--- src/hdl/rlmp_pkg.sv ---
// Shared types and constants for the radio link message parser.
`default_nettype none

package rlmp_pkg;

    localparam logic [7:0] CHAR_S          = 8'h53;
    localparam logic [7:0] CHAR_V          = 8'h56;
    localparam logic [7:0] CHAR_C          = 8'h43;
    localparam logic [7:0] CHAR_R          = 8'h52;
    localparam logic [7:0] CHAR_ONE        = 8'h31;
    localparam logic [7:0] LINK_MODE_RESET = 8'h58;

    localparam logic [3:0] SCAN_LEN   = 4'd5;
    localparam logic [3:0] ID_LEN     = 4'd4;
    localparam logic [3:0] RSSI_COUNT = 4'd9;

    localparam int unsigned PADDR_W = 3;
    localparam logic [PADDR_W-1:0] ADDR_LINK_MODE = 3'd0;

    typedef enum logic [1:0] {
        FRAME_NONE = 2'd0,
        FRAME_ID   = 2'd1,
        FRAME_SCAN = 2'd2,
        FRAME_RSSI = 2'd3
    } frame_kind_t;

    typedef enum logic [1:0] {
        EV_ECHO = 2'd0,
        EV_ID   = 2'd1,
        EV_SCAN = 2'd2,
        EV_RSSI = 2'd3
    } event_kind_t;

    typedef struct packed {
        logic              has;
        event_kind_t       kind;
        logic [7:0]        echo_byte;
        logic [31:0]       cube_id;
        logic [7:0]        cube_type;
        logic [3:0]        rssi_index;
        logic signed [7:0] rssi_value;
        logic              rssi_last;
    } result_t;

endpackage

`default_nettype wire

--- src/hdl/rlmp_core.sv ---
// Parse state and per-byte step logic of the radio link message parser.
`default_nettype none

module rlmp_core (
    input  wire logic             clk,
    input  wire logic             rst_n,
    input  wire logic             step,
    input  wire logic             cmd,
    input  wire logic [7:0]       rx_byte,
    input  wire logic [7:0]       link_mode,
    output rlmp_pkg::result_t     result
);

    rlmp_pkg::frame_kind_t frame_kind_reg, frame_kind_next;
    logic [3:0]  bytes_left_reg, bytes_left_next;
    logic [31:0] id_accum_reg, id_accum_next;
    logic [7:0]  type_hold_reg, type_hold_next;
    logic [3:0]  sample_index_reg, sample_index_next;

    logic        scan_mode;
    logic [3:0]  bl_dec;
    logic [31:0] id_lane;
    logic [31:0] id_merged;

    assign scan_mode = (link_mode >= rlmp_pkg::CHAR_S) && (link_mode <= rlmp_pkg::CHAR_V);
    assign bl_dec    = bytes_left_reg - 4'd1;
    // Place the byte in the lane picked by the remaining count (big-endian).
    assign id_lane   = {24'd0, rx_byte} << {bl_dec[1:0], 3'b000};
    assign id_merged = (bl_dec < 4'd4) ? (id_accum_reg | id_lane) : id_accum_reg;

    // Next parse state.
    always_comb
    begin
        frame_kind_next   = frame_kind_reg;
        bytes_left_next   = bytes_left_reg;
        id_accum_next     = id_accum_reg;
        type_hold_next    = type_hold_reg;
        sample_index_next = sample_index_reg;
        if (step)
        begin
            if (cmd)
            begin
                frame_kind_next = rlmp_pkg::FRAME_NONE;
                bytes_left_next = 4'd0;
            end
            else if (bytes_left_reg == 4'd0)
            begin
                frame_kind_next = rlmp_pkg::FRAME_NONE;
                if (scan_mode)
                begin
                    if (rx_byte == rlmp_pkg::CHAR_S)
                    begin
                        frame_kind_next = rlmp_pkg::FRAME_SCAN;
                        bytes_left_next = rlmp_pkg::SCAN_LEN;
                        id_accum_next   = 32'd0;
                        type_hold_next  = 8'd0;
                    end
                end
                else if (rx_byte == rlmp_pkg::CHAR_C)
                begin
                    frame_kind_next = rlmp_pkg::FRAME_ID;
                    bytes_left_next = rlmp_pkg::ID_LEN;
                    id_accum_next   = 32'd0;
                end
                else if (rx_byte == rlmp_pkg::CHAR_R)
                begin
                    frame_kind_next   = rlmp_pkg::FRAME_RSSI;
                    bytes_left_next   = rlmp_pkg::RSSI_COUNT;
                    sample_index_next = 4'd0;
                end
            end
            else
            begin
                bytes_left_next = bl_dec;
                unique case (frame_kind_reg)
                    rlmp_pkg::FRAME_ID:
                    begin
                        id_accum_next = id_merged;
                        if (bl_dec == 4'd0)
                            frame_kind_next = rlmp_pkg::FRAME_NONE;
                    end
                    rlmp_pkg::FRAME_SCAN:
                    begin
                        if (bl_dec >= 4'd4)
                            type_hold_next = rx_byte;
                        else
                            id_accum_next = id_merged;
                        if (bl_dec == 4'd0)
                            frame_kind_next = rlmp_pkg::FRAME_NONE;
                    end
                    rlmp_pkg::FRAME_RSSI:
                    begin
                        sample_index_next = sample_index_reg + 4'd1;
                        if (bl_dec == 4'd0)
                            frame_kind_next = rlmp_pkg::FRAME_NONE;
                    end
                    rlmp_pkg::FRAME_NONE:
                    begin
                        bytes_left_next = 4'd0;
                    end
                    default:
                    begin
                        bytes_left_next = 4'd0;
                    end
                endcase
            end
        end
    end

    // Result of the current request.
    always_comb
    begin
        result = '0;
        if (step && !cmd)
        begin
            if (bytes_left_reg == 4'd0)
            begin
                if (!scan_mode && (rx_byte == rlmp_pkg::CHAR_ONE))
                begin
                    result.has       = 1'b1;
                    result.kind      = rlmp_pkg::EV_ECHO;
                    result.echo_byte = link_mode;
                end
            end
            else
            begin
                unique case (frame_kind_reg)
                    rlmp_pkg::FRAME_ID:
                    begin
                        if (bl_dec == 4'd0)
                        begin
                            result.has     = 1'b1;
                            result.kind    = rlmp_pkg::EV_ID;
                            result.cube_id = id_merged;
                        end
                    end
                    rlmp_pkg::FRAME_SCAN:
                    begin
                        if (bl_dec == 4'd0)
                        begin
                            result.has       = 1'b1;
                            result.kind      = rlmp_pkg::EV_SCAN;
                            result.cube_id   = id_merged;
                            result.cube_type = type_hold_reg;
                        end
                    end
                    rlmp_pkg::FRAME_RSSI:
                    begin
                        result.has        = 1'b1;
                        result.kind       = rlmp_pkg::EV_RSSI;
                        result.rssi_index = sample_index_reg;
                        result.rssi_value = rx_byte;
                        result.rssi_last  = (bl_dec == 4'd0);
                    end
                    default:
                    begin
                        result.has = 1'b0;
                    end
                endcase
            end
        end
    end

    always_ff @(posedge clk or negedge rst_n)
    begin
        if (!rst_n)
        begin
            frame_kind_reg   <= rlmp_pkg::FRAME_NONE;
            bytes_left_reg   <= 4'd0;
            id_accum_reg     <= 32'd0;
            type_hold_reg    <= 8'd0;
            sample_index_reg <= 4'd0;
        end
        else
        begin
            frame_kind_reg   <= frame_kind_next;
            bytes_left_reg   <= bytes_left_next;
            id_accum_reg     <= id_accum_next;
            type_hold_reg    <= type_hold_next;
            sample_index_reg <= sample_index_next;
        end
    end

    // An open frame always has bytes pending, and an idle parser has none.
    a_kind_matches_count: assert property (@(posedge clk) disable iff (!rst_n)
        (frame_kind_reg == rlmp_pkg::FRAME_NONE) == (bytes_left_reg == 4'd0))
        else $error("frame kind and byte count disagree");

    a_count_bounded: assert property (@(posedge clk) disable iff (!rst_n)
        (bytes_left_reg <= rlmp_pkg::SCAN_LEN) || (bytes_left_reg <= rlmp_pkg::RSSI_COUNT))
        else $error("byte count beyond longest frame");

    a_last_closes: assert property (@(posedge clk) disable iff (!rst_n)
        (result.has && result.rssi_last) |=> (frame_kind_reg == rlmp_pkg::FRAME_NONE))
        else $error("last rssi sample left frame open");

endmodule

`default_nettype wire

--- src/hdl/radio_link_message_parser.sv ---
// Top level of the radio link message parser: request pipe, result register, APB port.
`default_nettype none

// Takes one request (purge or received byte) per cycle and gives at most one
// result per request. A request is held in the input register, is parsed by
// short logic against the frame state, and its result lands in the output
// register; a new request is taken every cycle while results are taken. The
// output register keeps in_ready high while a result waits, as long as the
// input register is free. link_mode sits at APB address 0 (reset 'X'); write
// it only when no request is in flight.
module radio_link_message_parser (
    input  wire logic                          clk,
    input  wire logic                          rst_n,
    input  wire logic                          in_valid,
    output logic                               in_ready,
    input  wire logic                          cmd,
    input  wire logic [7:0]                    rx_byte,
    output logic                               out_valid,
    input  wire logic                          out_ready,
    output logic [1:0]                         event_kind,
    output logic [7:0]                         echo_byte,
    output logic [31:0]                        cube_id,
    output logic [7:0]                         cube_type,
    output logic [3:0]                         rssi_index,
    output logic signed [7:0]                  rssi_value,
    output logic                               rssi_last,
    input  wire logic                          psel,
    input  wire logic                          penable,
    input  wire logic                          pwrite,
    input  wire logic [rlmp_pkg::PADDR_W-1:0]  paddr,
    input  wire logic [31:0]                   pwdata,
    output logic [31:0]                        prdata,
    output logic                               pready
);

    logic        in_valid_reg;
    logic        cmd_reg;
    logic [7:0]  byte_reg;
    logic        out_valid_reg;
    logic        out_valid_next;
    logic [7:0]  link_mode_reg;
    logic        advance;
    logic        cfg_write;

    rlmp_pkg::result_t result;
    rlmp_pkg::result_t result_reg;

    assign advance   = in_valid_reg && (!out_valid_reg || out_ready);
    assign in_ready  = !in_valid_reg || advance;
    assign pready    = 1'b1;
    assign cfg_write = psel && penable && pwrite && pready && (paddr == rlmp_pkg::ADDR_LINK_MODE);
    assign prdata    = (paddr == rlmp_pkg::ADDR_LINK_MODE) ? {24'd0, link_mode_reg} : 32'd0;

    rlmp_core u_core (
        .clk       (clk),
        .rst_n     (rst_n),
        .step      (advance),
        .cmd       (cmd_reg),
        .rx_byte   (byte_reg),
        .link_mode (link_mode_reg),
        .result    (result)
    );

    always_comb
    begin
        if (advance)
            out_valid_next = result.has;
        else
            out_valid_next = out_valid_reg && !out_ready;
    end

    always_ff @(posedge clk or negedge rst_n)
    begin
        if (!rst_n)
        begin
            in_valid_reg  <= 1'b0;
            out_valid_reg <= 1'b0;
            link_mode_reg <= rlmp_pkg::LINK_MODE_RESET;
        end
        else
        begin
            if (in_ready)
                in_valid_reg <= in_valid;
            out_valid_reg <= out_valid_next;
            if (cfg_write)
                link_mode_reg <= pwdata[7:0];
        end
    end

    // Payload registers: load on a fresh request or a result that produces output.
    always_ff @(posedge clk)
    begin
        if (in_valid && in_ready)
        begin
            cmd_reg  <= cmd;
            byte_reg <= rx_byte;
        end
        if (advance && result.has)
            result_reg <= result;
    end

    assign out_valid  = out_valid_reg;
    assign event_kind = 2'(result_reg.kind);
    assign echo_byte  = result_reg.echo_byte;
    assign cube_id    = result_reg.cube_id;
    assign cube_type  = result_reg.cube_type;
    assign rssi_index = result_reg.rssi_index;
    assign rssi_value = result_reg.rssi_value;
    assign rssi_last  = result_reg.rssi_last;

    a_pipe_holds: assert property (@(posedge clk) disable iff (!rst_n)
        (in_valid_reg && !advance) |=> (in_valid_reg && $stable(cmd_reg) && $stable(byte_reg)))
        else $error("stalled request dropped or changed");

    a_stall_cause: assert property (@(posedge clk) disable iff (!rst_n)
        !in_ready |-> (in_valid_reg && out_valid_reg && !out_ready))
        else $error("input stalled without a waiting result");

    a_result_held: assert property (@(posedge clk) disable iff (!rst_n)
        (out_valid_reg && !out_ready) |=> (out_valid_reg && $stable(result_reg)))
        else $error("waiting result overwritten");

endmodule

`default_nettype wire

--- config.mk ---
export PLATFORM = sky130hd
export DESIGN_NAME = radio_link_message_parser
export DESIGN_NICKNAME = d
export VERILOG_FILES = /design/src/hdl/rlmp_pkg.sv /design/src/hdl/rlmp_core.sv /design/src/hdl/radio_link_message_parser.sv
export SDC_FILE = /design/constraint.sdc
export NUM_CORES = 1
export LEC_CHECK = 0
export BUFFER_PORTS_ARGS = -buffer_cell sky130_fd_sc_hd__buf_4
export CORE_ASPECT_RATIO = 1.25
export CORE_MARGIN = 2
export CORE_UTILIZATION = 55
export CTS_CLUSTER_SIZE = 12
export DETAILED_ROUTE_END_ITERATION = 10
export GPL_ROUTABILITY_DRIVEN = 1
export HOLD_SLACK_MARGIN = 0.02
export PLACE_DENSITY = 0.8
export SKIP_CTS_REPAIR_TIMING = 1
export SLEW_MARGIN = 20
export SYNTH_ARGS = -nofsm -noshare
export SYNTH_HDL_FRONTEND = slang
export SYNTH_SLANG_ARGS = --single-unit
--- constraint.sdc ---
create_clock -name clk -period 6.41 [get_ports clk]
set_input_delay 0.3205 -clock clk [delete_from_list [all_inputs] [get_ports clk]]
set_output_delay 0.3205 -clock clk [all_outputs]
set_load 0.01 [all_outputs]
# Word-level counts from Yosys, hierarchy flattened
# Cells that the tools add are included.
[word_totals] mem_bits_rw=0 latch_bits=0 rom_bits=0 reg_bits=132 wordCells=132 inputBits=51 mem_count=0 output_inout_bits=98
[op_classes] n_lt_le_gt_ge=4 addsub=2 shift=1 n_reduce_logical=37 bitwise=6 eq_ne=17 div_mod_pow=0 muxes=48 n_mul=0
[ops] operator="$mux W32" count=7
[ops] operator="$pmux W32 S2" count=2
[ops] operator="$mux W64" count=1
[ops] operator="$mux W8" count=8
[ops] operator="$mux W53" count=1
[ops] operator="$mux W4" count=12
[ops] operator="$mux W40" count=1
[ops] operator="$or A32 B32 Y32" count=1
[ops] operator="$shl A8 B5 Y32" count=1
[ops] operator="$eq A8 B7 Y1 const B" count=3
[ops] operator="$reduce_and A6 Y1" count=3
[ops] operator="$mux W2" count=8
[ops] operator="$mux W13" count=1
[ops] operator="$mux W11" count=1
[ops] operator="$logic_and A1 B1 Y1" count=10
[ops] operator="$mux W3" count=3
[ops] operator="$reduce_and A3 Y1" count=3
[ops] operator="$reduce_bool A3 Y1" count=3
[ops] operator="$eq A8 B6 Y1 const B" count=1
[ops] operator="$ge A8 B7 Y1 const B" count=1
[ops] operator="$le A8 B7 Y1 const B" count=1
[ops] operator="$logic_not A4 Y1" count=2
[ops] operator="$ne A2 B1 Y1 const B" count=3
[ops] operator="$ne A3 B3 Y1 const B" count=2
[ops] operator="22 further kinds" count=36

# Logic depth before layout (Yosys ltp)
[depth] depth_word=9 mapped_depth=9 mapped_depth_nobuf=7

# Cells and area by module
# From an unflattened synthesis, not the netlist that was laid out.
[hier_totals] hier_cells=507 hier_area_um2=6043.3
[modules_own_cells] mod="rlmp_core" instances=1 seq_area_each_um2=1251.2 cells_each=370 area_per_inst_um2=3158.0
[modules_own_cells] mod="radio_link_message_parser" instances=1 seq_area_each_um2=2416.1 cells_each=137 area_per_inst_um2=2885.3

# Least setup slack after synthesis
# No wires, ideal clock.
[synth_path] path_kind="register to register" from="register u_core.bytes_left_reg[0]" to="register result_reg, in the netlist cube_id[0] (enable)" setup_time_ns=0.422 path_stages_with_launch=9 path_buffers=2 synth_period_minus_slack_ns=3.490 setup_slack_ns=2.920 t_arrival_ns=3.068 required_time_ns=5.988 path_cell_list="dfrtp_1 buf_2 inv_1 ha_1 nor3b_1 clkbuf_8 or3_1 o21bai_1 nand2_1"
[synth_between] elab_chain_len=7 word_cells_on_any_way=9 cone_classes="add/sub: 1; mux: 5; reduce/logical: 3"
[synth_lines] element="start: declaration" line="rlmp_core.sv:15" text="logic [3:0] bytes_left_reg, bytes_left_next;"
[synth_lines] element="start signal: assignment" line="rlmp_core.sv:177" text="bytes_left_reg <= bytes_left_next;"
[synth_lines] element="$sub A4 B1 Y4" line="rlmp_core.sv:26" text="assign bl_dec = bytes_left_reg - 4'd1;"
[synth_lines] element="$logic_not A4 Y1" line="rlmp_core.sv:130, rlmp_core.sv:139"
[synth_lines] element="$mux W3 (on tied branches)" line="rlmp_core.sv:139, rlmp_core.sv:130"
[synth_lines] element="$pmux W1 S3" line="rlmp_core.sv:127" text="unique case (frame_kind_reg)"
[synth_lines] element="$mux W3 (*)" line="rlmp_core.sv:116" text="if (bytes_left_reg == 4'd0)"
[synth_lines] element="$mux W64 (*)" line="rlmp_core.sv:114" text="if (step && !cmd)"
[synth_lines] element="$logic_and A1 B1 Y1 (*)" line="radio_link_message_parser.sv:98" text="if (advance && result.has)"
[synth_lines] element="end signal: assignment" line="radio_link_message_parser.sv:99" text="result_reg <= result;"
[synth_lines] element="end: declaration" line="radio_link_message_parser.sv:46" text="rlmp_pkg::result_t result_reg;"
# Every way passes the cells marked *; elsewhere a longest branch is shown, timed or not.
# A chain may end at the register's enable or synchronous reset.

# Worst setup path in the final report
[layout_path] from="register u_core.bytes_left_reg[0]" to="register result_reg, in the netlist cube_id[29] (enable)"
# The elaborated chain is that of the path after synthesis.

==> results.tsv <==
stage	metric	value	unit
yosys	synth_seq_cells	132	
floorplanning	start_util	0.568	
setup_path	cp.arrival	3470	ps
run_status	outcome	finished with violations	
cts	worstSkewPairLatency	420	ps
yosys	syn-instance-count	503	
cts	cts_tree	yes	
global_route	track_usage	0.245	
cts	cts.sinks	132	
timing	fin_worst_skew	7.64	ps
yosys	syn_area	6030	um2
power	peakVddDrop	0.204	mV
setup_path	crit_fanout	43	
setup_path	worst_ep_required_time	6470	ps
timing	max_slew.worst_pin.slew	1000	ps
cts	htree_num_levels	4	
timing	whs	-29.9	ps
cts	cts_buffer_depth	2	
floorplanning	rows	42	
floorplanning	dieArea	11800	um2
power	leakagePower	2.91	nW
yosys	async_flop_share	0.455	
final_layout	utilization	0.692	
place	portBuffers	99	
setup_path	crit_path_start_kind	flip-flop	
routing	drt_iter0_drc	402	
global_route	antenna_found_initial	0	
timing	finalSetupViolations	0	
routing	drc	0	
final_layout	finalNetCount	655	
timing	finalCriticalPeriod	3410	ps
global_route	grt_pass1_wl	22500	um
cts	cts-root-buf	clkbuf_16	
yosys	synth_area_leaders	edfxtp_1, dfrtp_1, nor2_1	
timing	fmax	293	MHz
global_route	grt_max_degree	61	
place	place.gp.congestion	0.860	
yosys	yosysWarnings	0	
global_route	grt_pass1_vias	4304	
yosys	synthDistinctLibCells	59	
setup_path	crit_type	reg2reg	
routing	ant_nets	0	
routing	dr.pass1.iters	5	
timing	relSlewSlack	0.329	
yosys	ys_seq_area_frac	0.608	
routing	vias	4435	
routing	viasPerCell	5.98	
global_route	grt_overflow	0	
yosys	synth_top_area_cell	edfxtp_1	
routing	wire_per_inst	18.7	um
yosys	synth-edff-count	72	
timing	post-route-period-util	0.532	
floorplanning	die_h	121	um
yosys	syn_area_per_cell	12.0	um2
hold_path	worstHoldPathType	in2async	
timing	drv_slew	0	
floorplanning	core	10600	um2
routing	drt-total-wl	13900	um
timing	rsz0062_at_grt	false	
setup_path	r2r_cells	8	
setup_path	end_kind	flip-flop	
final_layout	antenna_cells	0	
run_status	violations	hold timing	
floorplanning	io_pins	149	
place	dpl.hpwl	8950	um
setup_path	timing.rr.end	cube_id[29]	
final_layout	syn_to_final_growth	21.8	%
setup_path	reg2reg_from	u_core.bytes_left_reg[0]	
setup_path	ff2ff_setup_slack	3000	ps
yosys	synth_top_area_frac	0.359	
yosys	ys.flop_type	edfxtp_1	
power	power_density	345	nW/um2
timing	fin_tns_setup	0	ps
floorplanning	dieWidth	97.7	um
job	drv_cap	0	
cts	cts_made_buffers	17	
final_layout	layout-drive-gt1-share	0.272	
timing	final_hold_viol_count	10	
cts	clkTransAtPathRegs	60	ps
[report_power, final]
group	internal [W]	switching (W)	leakage, nW	total [W]
Combinational	0.000178	0.000338	1.25	0.000515
Sequential	0.000964	0.0000741	1.37	0.00104
Clock	0.000622	0.000361	0.288	0.000983
Total	0.00176	0.000773	2.91	0.00254
[synth_stat cells, drive strengths merged, types with 5 or more instances]
cell type   n
nor3b       8
nand2b      5
buf        35
nand3b      5
mux2        9
ha          7
nor2       78
a22o        9
and2       41
clkbuf     19
a41oi      33
dfrtp      57
edfxtp     72
o21ai       5
inv         8
a21oi      39
nor3        9
nand3       6
nand2      11
[kinds of logic (layout without fill, tap and decap cells)]
family                   count (synthesis)  after routing  synth area share
buffers and inverters                   62            146            0.0629
flip-flops                             132            132             0.608
adder cells (fa/ha/maj)                  7              7            0.0145
multiplexers                            11             11            0.0201
AND/OR/NAND/NOR                        181            181             0.158
AO/OA/AOI/OAI                          106            106             0.132
XOR/XNOR                                 2              2           0.00291
other                                    2             25           0.00125
[how the worst max path moves through the flow]
stage	start	to	slack, ps	cells past startpoint
after floorplan	u_core.bytes_left_reg[0]	cube_id[0]	2920	8
after global placement	u_core.bytes_left_reg[0]	cube_id[27]	3150	8
after detailed placement	u_core.bytes_left_reg[0]	cube_id[0]	3050	8
after CTS	u_core.bytes_left_reg[0]	cube_id[28]	3010	8
after global routing	u_core.bytes_left_reg[0]	rssi_value[4]	2770	8
final	u_core.bytes_left_reg[0]	cube_id[29]	3000	8
[final cells by class]
type	instances	area, um2
clock buffer	20	447
clock inverter	12	154
fill	751	3270
inverter	8	30.0
multi-input combinational	332	2080
sequential	132	3670
tap	132	165
timing repair buffer	106	796
[layout by cell type, fill, tap and decap left out, types with 3 or more instances in the layout]
cell         n
buf_4      106
nor2_1      78
edfxtp_1    72
dfrtp_1     57
and2_1      39
a21oi_1     39
a41oi_1     33
conb_1      25
clkbuf_16   17
nand2_1     10
mux2_2       9
inv_1        8
a22o_1       8
nor3_1       7
ha_1         7
nor3b_1      6
nand3_1      6
nand3b_1     5
nand2b_1     5
o21ai_0      5
bufinv_16    3
dfstp_2      3
[layer usage]
| layer | vias to the layer above | global-route usage | share of wire |
|---|---|---|---|
| met2 | 236 | 0.395 | 0.49 |
| met4 | 0 | 0.102 | 0.021 |
| met1 | 2180 | 0.315 | 0.40 |
| met3 | 29 | 0.0685 | 0.083 |
| li1 | 1990 | - | - |
| met5 | - | 0 | 0 |
[worst max-delay path: stages, from the launching register on]
cell,delay [ps]
dfrtp_1,560
inv_1,170
ha_1,330
nor3b_1,200
buf_4,200
or3_1,370
o21bai_1,200
nand2_2,440
buf_4,560
[metrics by stage]
stage	setup WS, ps	cell area [um2]	total power, W	hold WS (ps)	cells
6_report	3000	7340	0.00254	-29.9	742
3_5_place_dp	3050	6740	0.00155	444	710
4_1_cts	3010	7340	0.00253	7.80	742
5_1_grt	2770	7340	0.00263	44.7	742
2_1_floorplan	2920	6120	0.00142	24.9	526
3_3_place_gp	3150	6740	0.00152	429	710
Note: power is estimated with default switching activity, not from simulation.
